## src/hdl/tvas_pkg.sv

```systemverilog
// Package for the twin valve alternation sequencer: mode codes, register
// indexes, reset values of the configuration registers and the config struct.
// No dependencies; tvas_cfg_regs and the sequencer core import it.
package tvas_pkg;

  typedef enum logic [2:0] {
    MODE_INACTIVE   = 3'd0,
    MODE_LEFT_ONLY  = 3'd1,
    MODE_BOTH_LEFT  = 3'd2,
    MODE_RIGHT_ONLY = 3'd3,
    MODE_BOTH_RIGHT = 3'd4,
    MODE_LOW_SUPPLY = 3'd5
  } mode_t;

  localparam int unsigned CFG_ADDR_W = 4;

  typedef enum logic [1:0] {
    REG_LEFT_OPEN  = 2'd0,
    REG_OVERLAP    = 2'd1,
    REG_RIGHT_OPEN = 2'd2,
    REG_LOW_THRESH = 2'd3
  } reg_idx_t;

  localparam logic [31:0] LEFT_OPEN_RST  = 32'd60000;
  localparam logic [31:0] OVERLAP_RST    = 32'd750;
  localparam logic [31:0] RIGHT_OPEN_RST = 32'd60000;
  localparam logic [15:0] LOW_THRESH_RST = 16'd1000;

  typedef struct packed {
    logic [31:0] left_open_ms;
    logic [31:0] overlap_ms;
    logic [31:0] right_open_ms;
    logic [15:0] low_supply_threshold;
  } tvas_cfg_t;

  // True for the four modes of the alternation cycle.
  function automatic logic is_cycling(mode_t m);
    return (m == MODE_LEFT_ONLY) || (m == MODE_BOTH_LEFT) ||
           (m == MODE_RIGHT_ONLY) || (m == MODE_BOTH_RIGHT);
  endfunction

endpackage

```

## src/hdl/tvas_in_if.sv

```systemverilog
// Input channel of the sequencer: one tick request with time, supply and enable.
// Valid/ready handshake; no package dependency.
interface tvas_in_if;
  logic        valid;
  logic        ready;
  logic [31:0] now_ms;
  logic [15:0] supply_pressure;
  logic        enable_level;

  modport source (output valid, now_ms, supply_pressure, enable_level, input ready);
  modport sink   (input valid, now_ms, supply_pressure, enable_level, output ready);
endinterface

```

## src/hdl/tvas_out_if.sv

```systemverilog
// Result channel of the sequencer: valve drives, mode code and active flag.
// Valid/ready handshake; no package dependency.
interface tvas_out_if;
  logic       valid;
  logic       ready;
  logic       left_drive;
  logic       right_drive;
  logic [2:0] mode_code;
  logic       cycling_active;

  modport source (output valid, left_drive, right_drive, mode_code, cycling_active,
                  input ready);
  modport sink   (input valid, left_drive, right_drive, mode_code, cycling_active,
                  output ready);
endinterface

```

## src/hdl/tvas_cfg_regs.sv

```systemverilog
// APB-style configuration register file of the sequencer (four registers).
// Depends on tvas_pkg for register indexes, reset values and the config struct.
module tvas_cfg_regs
  import tvas_pkg::*;
(
  input  logic                  clk,
  input  logic                  rst_n,
  input  logic                  psel,
  input  logic                  penable,
  input  logic                  pwrite,
  input  logic [CFG_ADDR_W-1:0] paddr,
  input  logic [31:0]           pwdata,
  output logic [31:0]           prdata,
  output logic                  pready,
  output tvas_cfg_t             cfg
);

  tvas_cfg_t cfg_r;
  reg_idx_t  idx;
  logic      wr_en;

  // The low address bits are ignored, so every write lands on one register.
  assign idx    = reg_idx_t'(paddr[CFG_ADDR_W-1:2]);
  assign wr_en  = psel && penable && pwrite;
  assign pready = 1'b1;
  assign cfg    = cfg_r;

  always_ff @(posedge clk) begin
    if (!rst_n) begin
      cfg_r.left_open_ms         <= LEFT_OPEN_RST;
      cfg_r.overlap_ms           <= OVERLAP_RST;
      cfg_r.right_open_ms        <= RIGHT_OPEN_RST;
      cfg_r.low_supply_threshold <= LOW_THRESH_RST;
    end else if (wr_en) begin
      unique case (idx)
        REG_LEFT_OPEN:  cfg_r.left_open_ms         <= pwdata;
        REG_OVERLAP:    cfg_r.overlap_ms           <= pwdata;
        REG_RIGHT_OPEN: cfg_r.right_open_ms        <= pwdata;
        REG_LOW_THRESH: cfg_r.low_supply_threshold <= pwdata[15:0];
        default:        ;
      endcase
    end
  end

  always_comb begin
    unique case (idx)
      REG_LEFT_OPEN:  prdata = cfg_r.left_open_ms;
      REG_OVERLAP:    prdata = cfg_r.overlap_ms;
      REG_RIGHT_OPEN: prdata = cfg_r.right_open_ms;
      REG_LOW_THRESH: prdata = {16'd0, cfg_r.low_supply_threshold};
      default:        prdata = '0;
    endcase
  end

endmodule

```

## src/hdl/twin_valve_alternation_sequencer_core.sv

```systemverilog
// Twin valve alternation sequencer. An accepted request is held in the input register
// stage; its result then goes to the output register that drives the result channel.
// Throughput: one request per clock while the result channel is not stalled; the mode
// state is updated from the input register, so consecutive requests never wait on it.
// Reset (rst_n low, synchronous): mode inactive, disabled, both pipeline stages empty,
// configuration registers at their defaults. Uses tvas_pkg, the channels and tvas_cfg_regs.
module twin_valve_alternation_sequencer_core
  import tvas_pkg::*;
(
  input  logic                  clk,
  input  logic                  rst_n,
  tvas_in_if.sink               in_ch,
  tvas_out_if.source            out_ch,
  input  logic                  cfg_psel,
  input  logic                  cfg_penable,
  input  logic                  cfg_pwrite,
  input  logic [CFG_ADDR_W-1:0] cfg_paddr,
  input  logic [31:0]           cfg_pwdata,
  output logic [31:0]           cfg_prdata,
  output logic                  cfg_pready
);

  tvas_cfg_t cfg;

  tvas_cfg_regs u_cfg_regs (
    .clk     (clk),
    .rst_n   (rst_n),
    .psel    (cfg_psel),
    .penable (cfg_penable),
    .pwrite  (cfg_pwrite),
    .paddr   (cfg_paddr),
    .pwdata  (cfg_pwdata),
    .prdata  (cfg_prdata),
    .pready  (cfg_pready),
    .cfg     (cfg)
  );

  // Input register stage.
  logic        s1_valid_r;
  logic [31:0] s1_now_r;
  logic [15:0] s1_supply_r;
  logic        s1_en_r;

  // Sequencer state.
  mode_t       mode_r, mode_nxt;
  logic [31:0] entered_r, entered_nxt;
  logic [31:0] hold_r, hold_nxt;
  logic        timed_r, timed_nxt;
  logic        enabled_r, enabled_nxt;

  // Output register stage.
  logic        out_valid_r;
  logic        out_left_r, out_left_nxt;
  logic        out_right_r, out_right_nxt;
  mode_t       out_mode_r;
  logic        out_active_r, out_active_nxt;

  logic        s1_go;
  logic        in_go;

  // Mode after the enable edge has been applied.
  mode_t       en_mode;
  logic [31:0] en_entered;
  logic [31:0] en_hold;
  logic        en_timed;
  logic [31:0] elapsed;

  assign s1_go       = s1_valid_r && (!out_valid_r || out_ch.ready);
  assign in_ch.ready = !s1_valid_r || s1_go;
  assign in_go       = in_ch.valid && in_ch.ready;

  always_ff @(posedge clk) begin
    if (!rst_n) begin
      s1_valid_r <= 1'b0;
    end else if (in_ch.ready) begin
      s1_valid_r <= in_ch.valid;
    end
  end

  always_ff @(posedge clk) begin
    if (in_go) begin
      s1_now_r    <= in_ch.now_ms;
      s1_supply_r <= in_ch.supply_pressure;
      s1_en_r     <= in_ch.enable_level;
    end
  end

  // Next-state logic: enable edge first, then low supply, recovery or expiry.
  always_comb begin
    en_mode    = mode_r;
    en_entered = entered_r;
    en_hold    = hold_r;
    en_timed   = timed_r;
    if (s1_en_r != enabled_r) begin
      en_mode    = s1_en_r ? MODE_LEFT_ONLY : MODE_INACTIVE;
      en_entered = s1_now_r;
      en_hold    = s1_en_r ? cfg.left_open_ms : 32'd0;
      en_timed   = s1_en_r;
    end
    elapsed = s1_now_r - en_entered;

    mode_nxt    = en_mode;
    entered_nxt = en_entered;
    hold_nxt    = en_hold;
    timed_nxt   = en_timed;
    enabled_nxt = s1_en_r;

    if (s1_en_r) begin
      priority if (s1_supply_r < cfg.low_supply_threshold) begin
        if (en_mode != MODE_LOW_SUPPLY) begin
          mode_nxt    = MODE_LOW_SUPPLY;
          entered_nxt = s1_now_r;
          hold_nxt    = 32'd0;
          timed_nxt   = 1'b0;
        end
      end else if (en_mode == MODE_LOW_SUPPLY) begin
        mode_nxt    = MODE_LEFT_ONLY;
        entered_nxt = s1_now_r;
        hold_nxt    = cfg.left_open_ms;
        timed_nxt   = 1'b1;
      end else if (en_timed && (elapsed >= en_hold)) begin
        entered_nxt = s1_now_r;
        unique case (en_mode)
          MODE_LEFT_ONLY: begin
            mode_nxt = MODE_BOTH_LEFT;
            hold_nxt = cfg.overlap_ms;
          end
          MODE_BOTH_LEFT: begin
            mode_nxt = MODE_RIGHT_ONLY;
            hold_nxt = cfg.right_open_ms;
          end
          MODE_RIGHT_ONLY: begin
            mode_nxt = MODE_BOTH_RIGHT;
            hold_nxt = cfg.overlap_ms;
          end
          MODE_BOTH_RIGHT: begin
            mode_nxt = MODE_LEFT_ONLY;
            hold_nxt = cfg.left_open_ms;
          end
          default: begin
            entered_nxt = en_entered;
          end
        endcase
      end else begin
        // The current mode has not run out yet, so it is kept.
      end
    end
  end

  // Output decode from the mode that this request leaves behind.
  always_comb begin
    unique case (mode_nxt)
      MODE_LEFT_ONLY: begin
        out_left_nxt  = 1'b1;
        out_right_nxt = 1'b0;
      end
      MODE_BOTH_LEFT, MODE_BOTH_RIGHT: begin
        out_left_nxt  = 1'b1;
        out_right_nxt = 1'b1;
      end
      MODE_RIGHT_ONLY: begin
        out_left_nxt  = 1'b0;
        out_right_nxt = 1'b1;
      end
      default: begin
        out_left_nxt  = 1'b0;
        out_right_nxt = 1'b0;
      end
    endcase
    out_active_nxt = is_cycling(mode_nxt);
  end

  always_ff @(posedge clk) begin
    if (!rst_n) begin
      mode_r    <= MODE_INACTIVE;
      entered_r <= 32'd0;
      hold_r    <= 32'd0;
      timed_r   <= 1'b0;
      enabled_r <= 1'b0;
    end else if (s1_go) begin
      mode_r    <= mode_nxt;
      entered_r <= entered_nxt;
      hold_r    <= hold_nxt;
      timed_r   <= timed_nxt;
      enabled_r <= enabled_nxt;
    end
  end

  always_ff @(posedge clk) begin
    if (!rst_n) begin
      out_valid_r <= 1'b0;
    end else if (s1_go) begin
      out_valid_r <= 1'b1;
    end else if (out_ch.ready) begin
      out_valid_r <= 1'b0;
    end
  end

  always_ff @(posedge clk) begin
    if (s1_go) begin
      out_left_r   <= out_left_nxt;
      out_right_r  <= out_right_nxt;
      out_mode_r   <= mode_nxt;
      out_active_r <= out_active_nxt;
    end
  end

  assign out_ch.valid          = out_valid_r;
  assign out_ch.left_drive     = out_left_r;
  assign out_ch.right_drive    = out_right_r;
  assign out_ch.mode_code      = out_mode_r;
  assign out_ch.cycling_active = out_active_r;

  // While disabled the sequencer must sit in the inactive mode.
  a_disabled_inactive: assert property (@(posedge clk) disable iff (!rst_n)
    !enabled_r |-> (mode_r == MODE_INACTIVE))
    else $error("sequencer left the inactive mode while disabled");

  // Exactly the four cycling modes carry a duration.
  a_timed_cycling: assert property (@(posedge clk) disable iff (!rst_n)
    timed_r == is_cycling(mode_r))
    else $error("timed flag disagrees with the mode");

  // The state moves only when a request is processed.
  a_state_holds: assert property (@(posedge clk) disable iff (!rst_n)
    !s1_go |=> ($stable(mode_r) && $stable(entered_r) && $stable(enabled_r)))
    else $error("sequencer state changed without a request");

  // Every processed request produces a pending result.
  a_result_follows: assert property (@(posedge clk) disable iff (!rst_n)
    s1_go |=> out_valid_r)
    else $error("processed request produced no result");

endmodule
```

## src/flat_wrapper.sv

```systemverilog
// flat-port wrapper written by rule: the top's interface ports become plain ports
module twin_valve_alternation_sequencer_core_flat import tvas_pkg::*;
  (clk, rst_n, cfg_psel, cfg_penable, cfg_pwrite, cfg_paddr, cfg_pwdata, cfg_prdata, cfg_pready, in_ch_valid, in_ch_now_ms, in_ch_supply_pressure, in_ch_enable_level, in_ch_ready, out_ch_valid, out_ch_left_drive, out_ch_right_drive, out_ch_mode_code, out_ch_cycling_active, out_ch_ready);
  tvas_in_if in_ch_i ();
  tvas_out_if out_ch_i ();
  input  logic clk;
  input  logic rst_n;
  input  logic cfg_psel;
  input  logic cfg_penable;
  input  logic cfg_pwrite;
  input  logic [CFG_ADDR_W-1:0] cfg_paddr;
  input  logic [31:0] cfg_pwdata;
  output logic [31:0] cfg_prdata;
  output logic cfg_pready;
  input wire logic [$bits(in_ch_i.valid)-1:0] in_ch_valid;
  input wire logic [$bits(in_ch_i.now_ms)-1:0] in_ch_now_ms;
  input wire logic [$bits(in_ch_i.supply_pressure)-1:0] in_ch_supply_pressure;
  input wire logic [$bits(in_ch_i.enable_level)-1:0] in_ch_enable_level;
  output wire logic [$bits(in_ch_i.ready)-1:0] in_ch_ready;
  output wire logic [$bits(out_ch_i.valid)-1:0] out_ch_valid;
  output wire logic [$bits(out_ch_i.left_drive)-1:0] out_ch_left_drive;
  output wire logic [$bits(out_ch_i.right_drive)-1:0] out_ch_right_drive;
  output wire logic [$bits(out_ch_i.mode_code)-1:0] out_ch_mode_code;
  output wire logic [$bits(out_ch_i.cycling_active)-1:0] out_ch_cycling_active;
  input wire logic [$bits(out_ch_i.ready)-1:0] out_ch_ready;
  assign in_ch_i.valid = in_ch_valid;
  assign in_ch_i.now_ms = in_ch_now_ms;
  assign in_ch_i.supply_pressure = in_ch_supply_pressure;
  assign in_ch_i.enable_level = in_ch_enable_level;
  assign in_ch_ready = in_ch_i.ready;
  assign out_ch_valid = out_ch_i.valid;
  assign out_ch_left_drive = out_ch_i.left_drive;
  assign out_ch_right_drive = out_ch_i.right_drive;
  assign out_ch_mode_code = out_ch_i.mode_code;
  assign out_ch_cycling_active = out_ch_i.cycling_active;
  assign out_ch_i.ready = out_ch_ready;
  twin_valve_alternation_sequencer_core u_core (.clk(clk), .rst_n(rst_n), .in_ch(in_ch_i), .out_ch(out_ch_i), .cfg_psel(cfg_psel), .cfg_penable(cfg_penable), .cfg_pwrite(cfg_pwrite), .cfg_paddr(cfg_paddr), .cfg_pwdata(cfg_pwdata), .cfg_prdata(cfg_prdata), .cfg_pready(cfg_pready));
endmodule
```

## config.mk

```make
export PLATFORM = sky130hd
export DESIGN_NAME = twin_valve_alternation_sequencer_core_flat
export DESIGN_NICKNAME = d
export VERILOG_FILES = /design/src/hdl/tvas_pkg.sv /design/src/hdl/tvas_in_if.sv /design/src/hdl/tvas_out_if.sv /design/src/hdl/tvas_cfg_regs.sv /design/src/hdl/twin_valve_alternation_sequencer_core.sv /design/src/flat_wrapper.sv
export SDC_FILE = /design/constraint.sdc
export NUM_CORES = 1
export LEC_CHECK = 0
export ABC_AREA = 1
export BUFFER_PORTS_ARGS = -buffer_cell sky130_fd_sc_hd__buf_4
export CORE_MARGIN = 2
export CORE_UTILIZATION = 40
export CTS_CLUSTER_DIAMETER = 50
export DETAILED_ROUTE_END_ITERATION = 7
export REMOVE_ABC_BUFFERS = 1
export SYNTH_ARGS = -nofsm -noshare
export SYNTH_HDL_FRONTEND = slang
export SYNTH_HIERARCHICAL = 1
export SYNTH_SLANG_ARGS = --single-unit
```

## constraint.sdc

```tcl
create_clock -name clk -period 8.9 [get_ports clk]
set_input_delay 1.335 -clock clk [delete_from_list [all_inputs] [get_ports clk]]
set_output_delay 1.335 -clock clk [all_outputs]
set_load 0.1 [all_outputs]
```

# Yosys cells after proc, flatten, opt, wreduce, memory -nomap -nowiden
# Cells that the tools add are included.
[word_totals] ff_bits=238 wordCells=90
[op_classes] add_sub_neg=1 magnitude_cmp=2 eq_ne=14 muxes=33 reduce_logical=22
[op_table] cell="2-to-1 mux 32 bit" n=14
[op_table] cell="one-hot mux 32 bit (4 select lines)" n=1
[op_table] cell="one-hot mux 32 bit (3 select lines)" n=1
[op_table] cell=">= comparator 32 bit" n=1
[op_table] cell="subtractor 32 bit" n=1
[op_table] cell="2-to-1 mux 3 bit" n=6
[op_table] cell="< comparator 16 bit" n=1
[op_table] cell="equality test 3 x 2 -> 1 bit (second input constant)" n=4
[op_table] cell="one-hot mux 3 bit (4 select lines)" n=1
[op_table] cell="2-to-1 mux 1 bit" n=10
[op_table] cell="equality test 3 bit (second input constant)" n=3
[op_table] cell="AND reduction 2 bit" n=4
[op_table] cell="equality test 3 x 1 -> 1 bit (second input constant)" n=2
[op_table] cell="OR reduction 3 bit" n=2
[op_table] cell="logical AND 1 bit" n=5
[op_table] cell="logical OR 1 bit" n=5
[op_table] cell="equality test 2 bit (second input constant)" n=2
[op_table] cell="OR reduction 4 bit" n=1
[op_table] cell="inequality test 3 bit (second input constant)" n=1
[op_table] cell="equality test 2 x 1 -> 1 bit (second input constant)" n=1
[op_table] cell="logical NOT 1 bit" n=2
[op_table] cell="logical NOT 2 bit" n=1
[op_table] cell="nonzero test 2 bit" n=1
[op_table] cell="OR reduction 2 bit" n=1
[op_table] cell="inequality test 1 bit" n=1

# Logic depth before layout (Yosys ltp)
[logic_depth] depth_word=13 depth_mapped=39 depth_no_buf=34

# Hierarchy
# Netlist, hierarchy kept.
[modules_own_cells] mod="twin_valve_alternation_sequencer_core" instances=1 cells_per_inst=1895 area_per_inst_um2=12015.3
[modules_own_cells] mod="tvas_cfg_regs" instances=1 cells_per_inst=781 area_per_inst_um2=5042.3

# Least setup slack after synthesis
# No wires, ideal clock.
[synth_timing] path_type="flip-flop to flip-flop" from="register u_core.s1_en_r (netlist: u_core/enabled_nxt)" to="register u_core.out_right_r (netlist: u_core/out_ch.right_drive), data pin" setup_time_ns=0.263 arrival_ns=4.410 setup_slack_ns=4.227 path_stages_with_launch=32 n_path_buf=4 period_less_slack_ns=4.673 cell_sequence="edfxtp_1 > buf_6 > inv_4 > nand2_2 > nand2_4 > buf_2 > buf_4 > mux2i_1 > ha_1 > a21oi_1 > inv_1 > nor2_1 > a21boi_0 > nor2_1 > a211oi_1 > nand3_1 > nand2_1 > inv_1 > ha_1 > a21oi_1 > nor2_1 > nor3b_1 > nand2_1 > nor2_1 > nand2_1 > buf_2 > nand3_1 > nand4_1 > nand2_1 > inv_1 > nand3_1 > o21ai_0"
[synth_via] elab_chain_len=12
[synth_lines] element="start: declaration" line_no="twin_valve_alternation_sequencer_core.sv:42" rtl="logic s1_en_r;"
[synth_lines] element="start signal: assignment" line_no="twin_valve_alternation_sequencer_core.sv:84" rtl="s1_en_r <= in_ch.enable_level;"
[synth_lines] element="inequality test 1 bit" line_no="twin_valve_alternation_sequencer_core.sv:94" rtl="if (s1_en_r != enabled_r) begin"
[synth_lines] element="2-to-1 mux 32 bit" line_no="twin_valve_alternation_sequencer_core.sv:94"
[synth_lines] element="subtractor 32 bit" line_no="twin_valve_alternation_sequencer_core.sv:100" rtl="elapsed = s1_now_r - en_entered;"
[synth_lines] element=">= comparator 32 bit" line_no="twin_valve_alternation_sequencer_core.sv:121" rtl="end else if (en_timed && (elapsed >= en_hold)) begin"
[synth_lines] element="logical AND 1 bit" line_no="twin_valve_alternation_sequencer_core.sv:121"
[synth_lines] element="2-to-1 mux 3 bit" line_no="twin_valve_alternation_sequencer_core.sv:121"
[synth_lines] element="2-to-1 mux 3 bit" line_no="twin_valve_alternation_sequencer_core.sv:116" rtl="end else if (en_mode == MODE_LOW_SUPPLY) begin"
[synth_lines] element="2-to-1 mux 3 bit" line_no="twin_valve_alternation_sequencer_core.sv:109" rtl="priority if (s1_supply_r < cfg.low_supply_threshold) begin"
[synth_lines] element="2-to-1 mux 3 bit (*)" line_no="twin_valve_alternation_sequencer_core.sv:108" rtl="if (s1_en_r) begin"
[synth_lines] element="net u_core.mode_nxt[1]" line_no="twin_valve_alternation_sequencer_core.sv:45" rtl="mode_t mode_r, mode_nxt;"
[synth_lines] element="equality test 3 bit or equality test 3 x 2 -> 1 bit (tied branches)" line_no="twin_valve_alternation_sequencer_core.sv:152" rtl="unique case (mode_nxt)"
[synth_lines] element="OR reduction 3 bit (no line) (*)"
[synth_lines] element="2-to-1 mux 1 bit (*)" line_no="twin_valve_alternation_sequencer_core.sv:152"
[synth_lines] element="net u_core.out_right_nxt" line_no="twin_valve_alternation_sequencer_core.sv:54" rtl="logic out_right_r, out_right_nxt;"
[synth_lines] element="end signal: assignment" line_no="twin_valve_alternation_sequencer_core.sv:202" rtl="out_right_r <= out_right_nxt;"
[synth_lines] element="end: declaration" line_no="twin_valve_alternation_sequencer_core.sv:54"
# The timed path passes the listed nets; every way through them passes the cells marked *.
# A chain may end at the register's enable or synchronous reset.

# Worst setup path after layout
# Same ends and word-level chain as after synthesis.

==> results.sh <==
export IMPL_status="finished clean"
export IMPL_slowest_stage="edfxtp_1"
export IMPL_cp_top_family="simple AND/OR/NAND/NOR gates"
export IMPL_rsz0062_at_grt="no"
export IMPL_fp_dieH_um=210.5
export IMPL_synth_largest_area_cell="dfxtp_1"
export IMPL_route_detailed_wl_per_inst_um=17.12
export IMPL_final_common_cell="nand2_1"
export IMPL_synth_area_leaders="dfxtp_1 21%, nand2_1 16%, edfxtp_1 9.7%"
export IMPL_syn2layout_area_growth_pct=14.39
export IMPL_yosys_cell_types_count=53
export IMPL_instances_no_fill=3286
export IMPL_place_congestion=0.8813
export IMPL_min_from="u_core/hold_r[0]$_SDFFE_PN0P_"
export IMPL_path_class="reg -> reg"
export IMPL_port_buffers=129
export IMPL_die_w_um=210.5
export IMPL_synth_cells=2676
export IMPL_grt_pass1_wl_mm=90.05
export IMPL_hp_class="reg -> reg"
export IMPL_maxCapViolCount=0
export IMPL_syn_cell_area_um2=17060
export IMPL_num_vias=17900
export IMPL_max_freq_mhz=148.4
export IMPL_die_area_um2=44310
export IMPL_timing_rr_start="u_core/enabled_nxt$_DFFE_PP_"
export IMPL_cp_buffers_inverters=5
export IMPL_ys_flop_type="dfxtp_1"
export IMPL_path_max_fanout=48
export IMPL_tns_ps=0
export IMPL_seqPwrFrac_pct=31.9
export IMPL_num_nets_final=2884
export IMPL_routed_wl_mm=56.25
export IMPL_grt_start_max_net_pins=90
export IMPL_startpoint_type="flip-flop"
export IMPL_cts_root_buf="clkbuf_16"
export IMPL_synth_edf_count=55
export IMPL_boundaryPins=133
export IMPL_first_global_vias=17080
export IMPL_start_util_pct=40.57
export IMPL_async_reset_ff_share_pct=0
export IMPL_diodes=0
export IMPL_cts_sinks=238
export IMPL_detail_route_antenna_nets=0
export IMPL_layout_common_cells="723 x nand2_1, 305 x inv_1, 292 x nand3_1, 253 x nor2_1, 207 x a21oi_1"
export IMPL_setup_viol=0
export IMPL_antenna_found_initial=0
export IMPL_yosysWarnings=6
export IMPL_grt_total_usage_pct=25.13
export IMPL_grt_overflow=0
export IMPL_drt_initial_drc_count=1431
export IMPL_cts_tree="yes"
export IMPL_cts_setup_buffers=0
export IMPL_tightest_slew_ps=1128
export IMPL_power_density_nw_per_um2=191.0
export IMPL_worstSetupStartpoint="u_core/enabled_nxt$_DFFE_PP_"
export IMPL_core_rowCount=75
export IMPL_switching_share_pct=35.37
export IMPL_coreArea_um2=42040
export IMPL_viasPerCell=5.446
export IMPL_yosysSeqAreaShare_pct=31.16
export IMPL_drc=0
export IMPL_worstPathRequired_ps=9190
export IMPL_clk_latency_ps=560
export IMPL_layout_min_cycle_time_ps=6738
export IMPL_path_clk_slew_ps=60
export IMPL_htreeDepth=2
export IMPL_synthDominantCellAreaShare_pct=21.48
export IMPL_p_sw_mw=1.318
export IMPL_drt_pre_antenna_iters=7
export IMPL_drv_slew=0
export IMPL_dp_cells=3219
export IMPL_relSlewSlack_pct=24.62
export IMPL_dpl_hpwl_mm=37.20
export IMPL_timing_critical_path_mode_cell="nand2_1"
export IMPL_comb_power_share_pct=27.8
export IMPL_pwr_share_clk_pct=40.2
export IMPL_finClkSkew_ps=32.03
export IMPL_cp_slowest_stage_delay_ps=580
export IMPL_drive_gt1_share_pct=10.08
export IMPL_timing_final_crit_share_pct=75.71
export IMPL_p_leak_nw=8.783
export IMPL_cts_buffer_depth=3
export IMPL_worstSetupEndpointType="flip-flop"
export IMPL_finalHoldViolCount=0
export IMPL_numCtsBuffers=37
export IMPL_synth_avg_cell_area_um2=6.374
export IMPL_critPathArrivalTime_ps=7030
export IMPL_p_int_mw=2.408
export IMPL_post_cts_resized=0
export IMPL_ys_ff_latch=238
export IMPL_postCtsHoldBufs=0
export IMPL_max_vdd_ir_drop_mv=0.1049
export IMPL_total_power_mw=3.726
path summary, 6_finish.rpt:
path	end	slack (ps)	cells past startpoint
max	u_core/out_ch.right_drive$_DFFE_PP_	2160	29
min	u_core/hold_r[0]$_SDFFE_PN0P_	460	2
max reg2reg	u_core/out_ch.right_drive$_DFFE_PP_	2160	29
min reg2reg	u_core/hold_r[0]$_SDFFE_PN0P_	460	2
state kept, by name, summed over array words and instances (netlist names):
name,count
u_core/out_ch.valid,1
u_core/out_ch.right_drive,1
u_core/enabled_nxt,1
u_core/mode_r,3
u_core/s1_now_r,32
u_core/enabled_r,1
u_core/s1_supply_r,16
u_core/out_ch.mode_code,3
u_core/u_cfg_regs/cfg,112
u_core/entered_r,32
u_core/timed_r,1
u_core/s1_valid_r,1
u_core/out_ch.left_drive,1
u_core/hold_r,32
u_core/out_ch.cycling_active,1
metal layers:
metal  part of all wire (%)  global-route usage (%)
met1                     44                   32.97
met3                    6.5                   3.874
met4                    2.1                   7.309
met2                     47                   42.75
met5                      0                       0
cell usage after synthesis (25+ instances only):
cell type	instances
ha_1	73
inv_1	306
o31ai_1	32
dfxtp_1	183
nand4_1	29
clkbuf_1	63
buf_1	25
o22ai_1	25
buf_2	54
o211ai_1	33
a21oi_1	207
nand3_1	292
o21ai_0	146
nor2_1	256
nand2_1	725
edfxtp_1	55
metrics by stage:
step | utilization, % | setup WS (ps) | instance area [um2] | hold WS [ps]
5_1_grt | 46.41 | 1599 | 19510 | 491.0
2_1_floorplan | - | 1629 | 16340 | 445.3
4_1_cts | 46.41 | 2178 | 19510 | 464.6
3_3_place_gp | 43.41 | 2331 | 18250 | 451.5
3_5_place_dp | 43.41 | 2211 | 18250 | 456.1
6_report | 46.41 | 2162 | 19510 | 464.1
tightest hold or removal path, stage by stage (launching register included):
cell and delay (ps):
dfxtp_1 300, nand2_1 60, a21oi_1 60
cell type report:
class / instances / area [um2]
clock buffer: 48 / 1008
clock inverter: 19 / 252.7
fill: 4424 / 22530
inverter: 319 / 1201
multi-input combinational: 1963 / 9859
sequential: 238 / 5315
tap: 539 / 674.4
timing repair buffer: 160 / 1201
cells by family (layout without fill, tap and decap cells):
family          Yosys count  in the layout  synth area share (%)
simple gates           1365           1365                 34.04
buf+inv                 475            546                 11.26
fa+ha+maj                73             73                 5.355
compound gates          492            492                 16.42
flops                   238            238                 31.16
other cells               1              1               0.02198
xor+xnor                 18             18                0.9242
mux                      14             14                0.8215
power groups by stage:
stage               Combinational [mW]  Sequential, mW  Clock, mW
floorplan                        0.685            1.22          0
global placement                  1.01            1.21          0
detailed placement                1.03            1.21          0
CTS                               1.03            1.19       1.53
global route                      1.16            1.19       1.58
finish                            1.04            1.19       1.50
Note: power is estimated with default switching activity, not from simulation.
